<file path="src/ihdgs_pkg.sv">
// ----------------------------------------------------------------------------
// ihdgs_pkg
// Shared types, constants and helpers for the implicit heat diffusion solver.
// ----------------------------------------------------------------------------
package ihdgs_pkg;

  localparam int MAX_COLS   = 64;
  localparam int MAX_ROWS   = 64;
  localparam int MAX_SWEEPS = 4096;
  localparam int MAX_STEPS  = 65535;
  localparam int STRIDE     = MAX_ROWS + 1;
  localparam int CELLS      = (MAX_COLS + 1) * STRIDE;
  localparam int ADDR_W     = $clog2(CELLS);
  localparam int SWEEP_W    = 13;
  localparam int STEP_W     = 16;
  localparam logic [31:0] ONE_Q30 = 32'h4000_0000;

  typedef enum logic [2:0] {
    CFG_COLS     = 3'd0,
    CFG_ROWS     = 3'd1,
    CFG_COEF_EW  = 3'd2,
    CFG_COEF_NS  = 3'd3,
    CFG_COEF_T   = 3'd4,
    CFG_RECIP    = 3'd5,
    CFG_INNER    = 3'd6,
    CFG_OUTER    = 3'd7
  } cfg_reg_t;

  typedef enum logic {
    KIND_SOLVE = 1'b0,
    KIND_READ  = 1'b1
  } kind_t;

  typedef struct packed {
    logic       kind;
    logic [6:0] col;
    logic [6:0] row;
  } in_t;

  typedef struct packed {
    logic signed [31:0] temperature;
    logic [15:0]        steps_done;
    logic [12:0]        last_sweeps;
    logic               converged;
  } out_t;

  typedef enum logic [2:0] {
    W_HOLD, W_FULL_START, W_INNER_START, W_FULL_NEXT, W_INNER_NEXT, W_LOAD_IN
  } walk_t;

  typedef enum logic [2:0] {
    A_K, A_E, A_W, A_N, A_S
  } addr_t;

  typedef enum logic [2:0] {
    M_NONE, M_EW, M_NS, M_TIME, M_RLO, M_RHI, M_SQ
  } mul_t;

  typedef struct packed {
    walk_t walk;
    logic  now_rd;
    addr_t now_sel;
    logic  prev_rd;
    logic  init_wr;
    logic  nv_wr;
    logic  prev_wr;
    mul_t  mul;
    logic  diff_mem;
    logic  num_clr;
    logic  num_add;
    logic  old_ld;
    logic  qlo_ld;
    logic  err_clr;
    logic  err_add;
    logic  swp_clr;
    logic  swp_inc;
    logic  stp_clr;
    logic  stp_inc;
    logic  fin;
    logic  ok;
    logic  tmp_ld;
    logic  tmp_rd;
    logic  out_ld;
  } cmd_t;

  typedef struct packed {
    logic full_last;
    logic inner_last;
    logic inner_ok;
    logic outer_ok;
    logic sweep_cap;
    logic step_cap;
    logic out_free;
  } stat_t;

  function automatic logic [6:0] clamp_dim(logic [6:0] v, logic [6:0] maxv);
    logic [6:0] r;
    if (v < 7'd2) begin
      r = 7'd2;
    end else if (v > maxv) begin
      r = maxv;
    end else begin
      r = v;
    end
    return r;
  endfunction

  function automatic logic [31:0] abs32(logic signed [31:0] v);
    return v[31] ? 32'(-v) : 32'(v);
  endfunction

endpackage

</file>
<file path="src/ihdgs_ctrl.sv">
// ----------------------------------------------------------------------------
// ihdgs_ctrl
// Controller: sequences init, copy, Gauss-Seidel sweeps, step check and reads.
// ----------------------------------------------------------------------------
module ihdgs_ctrl
  import ihdgs_pkg::*;
(
  input  logic  clk,
  input  logic  rst,
  input  logic  in_valid,
  input  logic  in_kind,
  output logic  in_ready,
  input  stat_t stat,
  output cmd_t  cmd
);

  typedef enum logic [24:0] {
    S_IDLE   = 25'd1 << 0,
    S_INIT   = 25'd1 << 1,
    S_CP_RD  = 25'd1 << 2,
    S_CP_WR  = 25'd1 << 3,
    S_CELL0  = 25'd1 << 4,
    S_CELL1  = 25'd1 << 5,
    S_CELL2  = 25'd1 << 6,
    S_CELL3  = 25'd1 << 7,
    S_CELL4  = 25'd1 << 8,
    S_CELL5  = 25'd1 << 9,
    S_CELL6  = 25'd1 << 10,
    S_CELL7  = 25'd1 << 11,
    S_CELL8  = 25'd1 << 12,
    S_CELL9  = 25'd1 << 13,
    S_CELL10 = 25'd1 << 14,
    S_CELL11 = 25'd1 << 15,
    S_SW_END = 25'd1 << 16,
    S_O_RD   = 25'd1 << 17,
    S_O_MUL  = 25'd1 << 18,
    S_O_ACC  = 25'd1 << 19,
    S_O_END  = 25'd1 << 20,
    S_FIN    = 25'd1 << 21,
    S_RD     = 25'd1 << 22,
    S_RDW    = 25'd1 << 23,
    S_EMIT   = 25'd1 << 24
  } state_t;

  state_t state, state_next;

  // S_FIN carries the ok bit from S_O_END
  logic ok_hold;

  assign in_ready = (state == S_IDLE);

  always_ff @(posedge clk) begin
    if (rst) begin
      state <= S_IDLE;
    end else begin
      state <= state_next;
    end
  end

  always_comb begin
    state_next = state;
    cmd        = '0;
    cmd.walk    = W_HOLD;
    cmd.now_sel = A_K;
    cmd.mul     = M_NONE;
    case (state)
      S_IDLE: begin
        if (in_valid) begin
          if (kind_t'(in_kind) == KIND_SOLVE) begin
            cmd.walk    = W_FULL_START;
            cmd.stp_clr = 1'b1;
            state_next  = S_INIT;
          end else begin
            cmd.walk   = W_LOAD_IN;
            state_next = S_RD;
          end
        end
      end
      S_INIT: begin
        cmd.init_wr = 1'b1;
        if (stat.full_last) begin
          cmd.walk   = W_INNER_START;
          state_next = S_CP_RD;
        end else begin
          cmd.walk = W_FULL_NEXT;
        end
      end
      S_CP_RD: begin
        cmd.now_rd = 1'b1;
        state_next = S_CP_WR;
      end
      S_CP_WR: begin
        cmd.prev_wr = 1'b1;
        if (stat.inner_last) begin
          cmd.walk    = W_INNER_START;
          cmd.err_clr = 1'b1;
          cmd.swp_clr = 1'b1;
          state_next  = S_CELL0;
        end else begin
          cmd.walk   = W_INNER_NEXT;
          state_next = S_CP_RD;
        end
      end
      S_CELL0: begin
        cmd.now_rd  = 1'b1;
        cmd.now_sel = A_E;
        cmd.prev_rd = 1'b1;
        state_next  = S_CELL1;
      end
      S_CELL1: begin
        cmd.now_rd  = 1'b1;
        cmd.now_sel = A_W;
        cmd.mul     = M_EW;
        cmd.num_clr = 1'b1;
        state_next  = S_CELL2;
      end
      S_CELL2: begin
        cmd.now_rd  = 1'b1;
        cmd.now_sel = A_N;
        cmd.mul     = M_EW;
        cmd.num_add = 1'b1;
        state_next  = S_CELL3;
      end
      S_CELL3: begin
        cmd.now_rd  = 1'b1;
        cmd.now_sel = A_S;
        cmd.mul     = M_NS;
        cmd.num_add = 1'b1;
        state_next  = S_CELL4;
      end
      S_CELL4: begin
        cmd.now_rd  = 1'b1;
        cmd.now_sel = A_K;
        cmd.mul     = M_NS;
        cmd.num_add = 1'b1;
        state_next  = S_CELL5;
      end
      S_CELL5: begin
        cmd.mul     = M_TIME;
        cmd.num_add = 1'b1;
        cmd.old_ld  = 1'b1;
        state_next  = S_CELL6;
      end
      S_CELL6: begin
        cmd.num_add = 1'b1;
        state_next  = S_CELL7;
      end
      S_CELL7: begin
        cmd.mul    = M_RLO;
        state_next = S_CELL8;
      end
      S_CELL8: begin
        cmd.mul    = M_RHI;
        cmd.qlo_ld = 1'b1;
        state_next = S_CELL9;
      end
      S_CELL9: begin
        cmd.nv_wr  = 1'b1;
        state_next = S_CELL10;
      end
      S_CELL10: begin
        cmd.mul    = M_SQ;
        state_next = S_CELL11;
      end
      S_CELL11: begin
        cmd.err_add = 1'b1;
        if (stat.inner_last) begin
          state_next = S_SW_END;
        end else begin
          cmd.walk   = W_INNER_NEXT;
          state_next = S_CELL0;
        end
      end
      S_SW_END: begin
        cmd.swp_inc = 1'b1;
        if (stat.inner_ok || stat.sweep_cap) begin
          cmd.stp_inc = 1'b1;
          if (!stat.inner_ok) begin
            state_next = S_FIN;
          end else begin
            cmd.walk    = W_INNER_START;
            cmd.err_clr = 1'b1;
            state_next  = S_O_RD;
          end
        end else begin
          cmd.walk    = W_INNER_START;
          cmd.err_clr = 1'b1;
          state_next  = S_CELL0;
        end
      end
      S_O_RD: begin
        cmd.now_rd  = 1'b1;
        cmd.prev_rd = 1'b1;
        state_next  = S_O_MUL;
      end
      S_O_MUL: begin
        cmd.mul      = M_SQ;
        cmd.diff_mem = 1'b1;
        state_next   = S_O_ACC;
      end
      S_O_ACC: begin
        cmd.err_add = 1'b1;
        if (stat.inner_last) begin
          state_next = S_O_END;
        end else begin
          cmd.walk   = W_INNER_NEXT;
          state_next = S_O_RD;
        end
      end
      S_O_END: begin
        if (stat.outer_ok) begin
          state_next = S_FIN;
        end else if (stat.step_cap) begin
          state_next = S_FIN;
        end else begin
          cmd.walk   = W_INNER_START;
          state_next = S_CP_RD;
        end
      end
      S_FIN: begin
        cmd.fin    = 1'b1;
        cmd.ok     = ok_hold;
        cmd.tmp_ld = 1'b1;
        state_next = S_EMIT;
      end
      S_RD: begin
        cmd.now_rd = 1'b1;
        state_next = S_RDW;
      end
      S_RDW: begin
        cmd.tmp_ld = 1'b1;
        cmd.tmp_rd = 1'b1;
        state_next = S_EMIT;
      end
      S_EMIT: begin
        if (stat.out_free) begin
          cmd.out_ld = 1'b1;
          state_next = S_IDLE;
        end
      end
      default: begin
        state_next = S_IDLE;
      end
    endcase
  end

  always_ff @(posedge clk) begin
    if (state == S_O_END) ok_hold <= stat.outer_ok;
    else if (state == S_SW_END) ok_hold <= 1'b0;
  end

  assign_fin: assert property (@(posedge clk) disable iff (rst)
    (in_valid && in_ready) |=> (state != S_IDLE))
    else $error("item accepted without leaving idle");

  a_emit_hold: assert property (@(posedge clk) disable iff (rst)
    (state == S_EMIT && !stat.out_free) |=> (state == S_EMIT))
    else $error("result dropped while output busy");

  a_fin_emit: assert property (@(posedge clk) disable iff (rst)
    (state == S_FIN) |=> (state == S_EMIT))
    else $error("solve finish did not emit");

endmodule

</file>
<file path="config.mk">
export PLATFORM = sky130hd
export DESIGN_NAME = ihdgs_ctrl
export DESIGN_NICKNAME = d
export VERILOG_FILES = /design/src/ihdgs_pkg.sv /design/src/ihdgs_ctrl.sv
export SDC_FILE = /design/constraint.sdc
export NUM_CORES = 1
export LEC_CHECK = 0
export ABC_AREA = 1
export BUFFER_PORTS_ARGS = -buffer_cell sky130_fd_sc_hd__buf_2
export CAP_MARGIN = 0
export CORE_ASPECT_RATIO = 0.6
export CORE_UTILIZATION = 30
export DETAILED_ROUTE_END_ITERATION = 10
export GPL_ROUTABILITY_DRIVEN = 0
export REMOVE_ABC_BUFFERS = 1
export SYNTH_ARGS = -nofsm -noshare
export SYNTH_HDL_FRONTEND = slang
export SYNTH_SLANG_ARGS = --single-unit
</file>
<file path="constraint.sdc">
create_clock -name clk -period 1.64 [get_ports clk]
set_input_delay 0.164 -clock clk [delete_from_list [all_inputs] [get_ports clk]]
set_output_delay 0.164 -clock clk [all_outputs]
set_load 0.05 [all_outputs]
</file>
==> After elaboration in Yosys (flattened, before gate mapping) <==
Index checks and enable logic that the tools add are counted.
{ "classes": {"n_mux": 53, "n_eq_ne": 28, "n_reduce_logical": 11} }
{ "ops": {"columns": ["operator", "n"], "rows": [
  ["$pmux 25 s24", 1],
  ["$mux 25", 4],
  ["$mux 22", 3],
  ["$pmux 3 s6", 2],
  ["$mux 1", 28],
  ["$eq 25x1->1 const B", 1],
  ["$eq 25x10->1 const B", 1],
  ["$eq 25x11->1 const B", 1],
  ["$eq 25x12->1 const B", 1],
  ["$eq 25x13->1 const B", 1],
  ["$eq 25x14->1 const B", 1],
  ["$eq 25x15->1 const B", 1],
  ["$eq 25x16->1 const B", 1],
  ["$eq 25x17->1 const B", 1],
  ["$eq 25x18->1 const B", 1],
  ["$eq 25x19->1 const B", 1],
  ["$eq 25x2->1 const B", 1],
  ["$eq 25x20->1 const B", 1],
  ["$eq 25x21->1 const B", 1],
  ["$eq 25x22->1 const B", 1],
  ["$eq 25x23->1 const B", 1],
  ["$eq 25x24->1 const B", 1],
  ["$eq 25x25->1 const B", 1],
  ["$eq 25x3->1 const B", 1],
  ["other kinds (21)", 35]
]} }
{ "totals": {"out_inout_bits": 31, "input_bits": 11, "ff_bits": 26, "elab_cells": 94} }

==> Depth between registers and ports, before layout <==
Gate-level depths: netlist of run 1.
{ "logic_depth": {"depth_word": 3, "depth_mapped": 15} }

==> Worst setup path after synthesis of run 1 <==
OpenSTA, ideal clock, no wires.
{ "synth_timing": {"path_type": "register to output", "from": "register state[10]", "to": "output port cmd[28] in the netlist's numbering", "required_time_ps": 1476, "arrival_time_ps": 3273, "slack_ps": -1797, "stages_incl_launch_ff": 11, "path_cell_list": "dfxtp_1 nor2_1 nand2_2 nor2_8 nand2_4 buf_6 nor2_2 inv_1 o21ai_0 inv_1 nand2_1"} }
{ "synth_lines": {"columns": ["element", "line_no", "text"], "rows": [
  ["from (decl)", "ihdgs_ctrl.sv:45", "state_t state, state_next;"],
  ["from (signal assigned)", "ihdgs_ctrl.sv:56", "state <= state_next;"],
  ["to (decl)", "ihdgs_ctrl.sv:14", "output cmd_t cmd"]
]} }

==> Worst setup path in the final report of run 1 <==
{ "layout_timing": {"from": "register state[21]", "to": "register state[0]"} }
{ "layout_via": {"elab_chain_len": 3, "word_cells_on_any_way": 31, "classes_between": "eq/ne: 28; mux: 1; reduce/logical: 2"} }
{ "layout_rtl": {"columns": ["element", "line_no", "text"], "rows": [
  ["$eq 25x22->1 (tied with other cells)", "ihdgs_ctrl.sv:66", "case (state)"],
  ["$reduce_or 2->1 (no line) or $ne 2x2->1 (tied branches)", null, null],
  ["$pmux 25 s24 or $reduce_and 3->1 (tied branches)", null, null]
]} }
Several ways; a longest one is shown, not always the timed one.
A chain may end at the register's enable or synchronous reset.

==> results.yml, run 1 <==
floorplanning:
  fp.dieH_um: 65.5
  rows: 22
  initial_utilization_pct: 31.9
  pin_count: 42
  core_area_mm2: 0.00630
  die_w_um: 108
  design.die.area_mm2: 0.00705
routing:
  first_pass_iters: 5
  antenna_left: 0
  wire_per_inst_um: 16.6
  first_iter_violations: 263
  drcViolationCount: 0
  vias: 3106
  routed_wl_mm: 10.4
  via_per_inst: 4.97
global_route:
  grt_max_degree: 15
  grt_overflow: 0
  antenna_found_initial: 0
  grt_first_pass_wirelength_mm: 12.9
  grt_pass1_vias: 2720
  track_usage_pct: 24.3
synthesis:
  async_flop_share_pct: 0
  synth_flop_cell: "dfxtp_1"
  synth-warning-count: 0
  yosysTopAreaCell: "dfxtp_1"
  ys_ff_latch: 26
  yosysMostFrequentCell: "nor2_1"
  synth_edf_count: 1
  synthCells: 361
  synthesis.area_mm2: 0.00201
  yosysSeqAreaShare_pct: 26.4
  synth_cell_types: 26
  netlist.area_leader.share_pct: 24.9
  avgSynthCellArea_um2: 5.58
  synthTopCellsByCount: "nor2_1 (116), nand2_1 (89), inv_1 (51), nand3_1 (27), dfxtp_1 (25)"
  synth_top_cells_by_area: "dfxtp_1 (25%), nor2_1 (22%), nand2_1 (17%), inv_1 (9.5%), nand3_1 (6.7%)"
cts:
  clock_latency_ps: 290
  max-clock-path-buffers: 2
  clk_pin_slew_ps: 100
  ctsHoldBuffers: 0
  clock-sinks: 26
  cts_tree: "built"
  cts_buffers: 3
  h-tree-depth: 1
  cts.root.buffer_cell: "clkbuf_8"
critical_path:
  cp.required_ps: 1780
  cp.buffers_inverters: 4
  critical_path.top_delay_family: "simple AND/OR/NAND/NOR gates"
  critPathMaxFanout: 4
  critPathLaunchType: "register"
  arrival_ps: 2230
  endpoint_kind: "register"
  crit_slowest_cell: "dfxtp_2"
  path_class: "reg2reg"
  path_common_cell: "buf_6"
  critPathMaxStageDelay_ps: 350
  path_cells: "nor2_4, nand2_2, buf_6, nor3_4, buf_6, buf_6, nand2_4, nand2_2, nor2_1, nand2_1, nor2_2, nand3_4, buf_6, nand3b_1"
min_path:
  hold_class: "in2reg"
sta:
  worstMarginPinSlew_ps: 514
  rsz0062_at_grt: "true"
  final-hold-violation-count: 0
  period_needed_ps: 2090
  fmax_ghz: 0.478
  worst_slack_ps: -452
  fin_skew_ps: 5.84
  relSlewSlack_pct: 65.6
  setup_viol: 54
  slew_viol_final: 0
  final_min_period_over_clock_period_pct: 128
status:
  violations: "setup timing"
  status: "finished with violations"
layout:
  drive_above_1_share_pct: 69.7
  finalNetCount: 553
  design_area_mm2: 0.00467
  diodes: 0
  area_growth_pct: 132
  fin_util_pct: 74.0
  num-fill-cells: 417
placement:
  place_hpwl_mm: 5.73
  numPortBuffers: 41
  dpl_cell_area_mm2: 0.00302
power:
  vdd_drop_max_mv: 0.463
  cellPowerDensity_mw_per_mm2: 391
  p_total_mw: 1.82
  leakagePower_nw: 2.18
job:
  drv_cap: 0
[stage by stage]
stage | setup slack (ps) | TNS (ps) | hold slack [ps] | cells
floorplan | -1730 | -28790 | 233 | 358
global placement | -388 | -10440 | 449 | 579
CTS | -345 | -12060 | 154 | 606
finish | -452 | -16920 | 145 | 625
detailed placement | -370 | -11350 | 451 | 579
global route | -490 | -19620 | 143 | 625
[where the power goes]
group | switching, mW | internal [mW] | leakage, nW | total (mW)
registers | 0.00769 | 0.633 | 0.224 | 0.641
logic | 0.431 | 0.299 | 1.93 | 0.730
clock network | 0.236 | 0.216 | 0.0288 | 0.452
total | 0.675 | 1.15 | 2.18 | 1.82
[sequential cells by signal, indices dropped and copies added, names as in the netlist]
| register | flops |
|---|---|
| state | 25 |
| ok_hold | 1 |
[routing by layer]
layer  vias up  part of all wire (%)  wire length, um  track usage [%]
li1       1456                     -                -                -
met2       157                    48             5000             39.7
met4         0                   3.3              341             5.14
met3        41                   5.4              564             3.97
met1      1452                    43             4490             33.7
met5         -                     0                0                0
[layout make-up]
class / instances / area, um2 / area share [%]
multi-input combinational: 282 / 2060 / 44.2
tap: 84 / 105 / 2.25
timing repair buffer: 177 / 1660 / 35.6
clock buffer: 4 / 55.1 / 1.18
inverter: 52 / 205 / 4.40
sequential: 26 / 576 / 12.3
[kinds of logic (layout without fill, tap and decap cells)]
logic type | Yosys count | count (layout) | share of synthesized area [%]
compound gates | 10 | 10 | 3.23
flops | 26 | 26 | 26.4
simple gates | 270 | 272 | 59.4
buf+inv | 55 | 233 | 11.1
[worst paths after layout]
path	startpoint	to	slack, ps	depth (start not counted)
worst max-delay path	state[21]$_SDFFE_PP0P_	state[0]$_SDFFE_PP1P_	-450	14
worst min-delay path	rst	state[16]$_SDFFE_PP0P_	140	2
worst max register to register	state[21]$_SDFFE_PP0P_	state[0]$_SDFFE_PP1P_	-450	14
worst min register to register	state[16]$_SDFFE_PP0P_	state[18]$_SDFFE_PP0P_	760	4
[placed cells by master, fill, tap and decap left out, types with 6 or more instances in the layout]
cell,instances
nand2_1,47
nand2_4,17
nor2_4,55
nor2_2,22
buf_4,97
nand3_1,11
dfxtp_2,18
buf_8,21
buf_6,47
nand2_2,33
inv_1,37
nor2_1,55
inv_2,11
dfxtp_4,6
nand3_2,12
buf_2,10
[timing repair]
| action | 4_1_cts | 5_1_grt |
|---|---|---|
| resized for setup | 204 | 177 |
| setup buffers | 22 | 26 |
| endpoints found under the setup margin | 54 | 55 |
| gates cloned | 2 | 0 |
| pin swaps | 40 | 61 |
Power figures use the tool's default switching activity.
==> inputs of run 2 (changes only) <==
- clock period: 1.64 -> 2.3 ns (I/O delays scaled with it)
==> run 2 against run 1 <==
  * The flow now finishes without violations
  * Die area did not move
  * Critical path depth fell by 6
  * Sequential share of layout area rose by 7.8 points
  * Clock power shrank 31%
  * Combinational power shrank 62%
  * Critical endpoint is now cmd[2]
  * Largest power group is now registers
  * Sequential power decreased by 28%
  * Final cell count down 19%
==> results.yml, run 2 (synthesized netlist as in run 1, its figures left out) <==
status:
  status: "completed"
critical_path:
  reg2regPathDepth: 15
  setup.worst_path.end: "cmd[2]"
  cp.required_ps: 2070
  critPathMaxFanout: 7
  arrival_ps: 1990
  r2r_start: "state[3]$_SDFFE_PP0P_"
  startpoint: "state[14]$_SDFFE_PP0P_"
  path_class: "reg2out"
  rr_endpoint: "state[8]$_SDFFE_PP0P_"
  ff2ff_setup_slack_ps: 170
  endpoint_kind: "output pin"
  critPathLaunchType: "register"
placement:
  numPortBuffers: 41
  dpl_cell_area_mm2: 0.00239
  place_hpwl_mm: 5.24
  dpl_worst_slack_ps: -31.0
global_route:
  grt_first_pass_wirelength_mm: 10.1
  grt_pass1_vias: 2005
  antenna_found_initial: 0
  grt_overflow: 0
  grt_max_degree: 15
  track_usage_pct: 19.0
routing:
  drcViolationCount: 0
  antenna_left: 0
  first_pass_iters: 5
  first_iter_violations: 218
  routed_wl_mm: 6.43
  vias: 2363
  via_per_inst: 4.67
  wire_per_inst_um: 12.7
floorplanning:
  die_w_um: 108
  initial_utilization_pct: 31.9
  core_area_mm2: 0.00630
  fp.dieH_um: 65.5
  rows: 22
  pin_count: 42
  design.die.area_mm2: 0.00705
sta:
  period_needed_ps: 2220
  final-hold-violation-count: 0
  rsz0062_at_grt: "true"
  fmax_ghz: 0.450
  fin_skew_ps: 8.84
  final_min_period_over_clock_period_pct: 96.6
  worst_slack_ps: 79.1
  relSlewSlack_pct: 69.0
  slew_viol_final: 0
  setup_viol: 0
  worstMarginPinSlew_ps: 463
layout:
  largest_register: "state"
  seq_area_um2: 536
  top_regs: "state: 25 flops, ok_hold: 1 flops"
  design_area_mm2: 0.00266
  largest_reg_flops: 25
  final_common_cell: "nor2_1"
  multi_input_area_mm2: 0.00137
  final_cell_mix: "nor2_1 (95), nand2_1 (87), inv_1 (51)"
  num-fill-cells: 666
  diodes: 0
  drive_above_1_share_pct: 28.9
  finalNetCount: 434
  area_growth_pct: 31.9
power:
  combPwrFrac_pct: 26.4
  power_frac_clock_pct: 29.6
  switchingPower_mw: 0.344
  vdd_drop_max_mv: 0.193
  power_frac_seq_pct: 44.0
  leakagePower_nw: 1.40
  p_total_mw: 1.05
  power_switching_share_pct: 32.8
  cellPowerDensity_mw_per_mm2: 396
  p_int_mw: 0.706
job:
  drv_cap: 0
min_path:
  hold_class: "in2reg"
  worstHoldPathCells: 2
cts:
  clk_pin_slew_ps: 100
  h-tree-depth: 1
  cts_tree: "built"
  max-clock-path-buffers: 2
  clock-sinks: 26
  cts_buffers: 3
  clock_latency_ps: 280
  cts.root.buffer_cell: "clkbuf_8"
==> run 2: how the worst min path moves through the flow <==
stage / startpoint / end / slack, ps
2_1_floorplan: rst / state[17]$_SDFFE_PP0P_ / 300
3_3_place_gp: rst / state[17]$_SDFFE_PP0P_ / 520
3_5_place_dp: rst / state[22]$_SDFFE_PP0P_ / 510
4_1_cts: rst / state[22]$_SDFFE_PP0P_ / 210
5_1_grt: rst / state[22]$_SDFFE_PP0P_ / 210
6_report: rst / state[22]$_SDFFE_PP0P_ / 200
==> run 2: power groups by stage <==
| stage | clock network, mW | registers, mW | logic (mW) |
|---|---|---|---|
| 2_1_floorplan | 0 | 0.471 | 0.158 |
| 3_3_place_gp | 0 | 0.471 | 0.232 |
| 3_5_place_dp | 0 | 0.471 | 0.235 |
| 4_1_cts | 0.318 | 0.462 | 0.253 |
| 5_1_grt | 0.343 | 0.463 | 0.297 |
| 6_report | 0.311 | 0.462 | 0.277 |
==> run 2: repair_timing <==
action / in CTS / in global routing
endpoints found under the setup margin: 16 / 27
hold buffers: 0 / 0
resized for setup: 13 / 33
setup buffers: 5 / 3
pin swaps: 4 / 2
==> run 2: routing by layer <==
layer  part of all wire (%)  up-vias  global-route usage (%)
met4                    1.1        0                    4.28
met5                      0        -                       0
met3                    8.3        9                    4.66
met1                     54     1030                    29.7
met2                     36      105                    25.1
li1                       -     1219                       -
==> run 2: critical path, stage by stage, from the launching register on <==
cell and delay (ps):
dfxtp_1 330, nor2_2 200, nand2_4 110, nor2_8 160, nand2_4 90, buf_4 150, a21oi_1 230, buf_4 170
buf_2 250
==> run 2: through the flow <==
| step | TNS, ps | hold WS (ps) | std cells | util [%] |
|---|---|---|---|---|
| 6_report | 0 | 202 | 506 | 42.1 |
| 5_1_grt | -21.4 | 210 | 506 | 42.1 |
| 4_1_cts | 0 | 208 | 503 | 40.1 |
| 3_5_place_dp | -58.0 | 514 | 494 | 37.9 |
| 3_3_place_gp | -162 | 518 | 494 | 37.9 |
| 2_1_floorplan | -5620 | 299 | 358 | - |
==> run 2: area by class of cell <==
type                    count  area share (%)
clock buffers               4            2.07
repair buffers             60            14.9
flip-flops and latches     26            20.2
well taps                  84            3.96
multi-input cells         280            51.5
inverters                  52            7.35
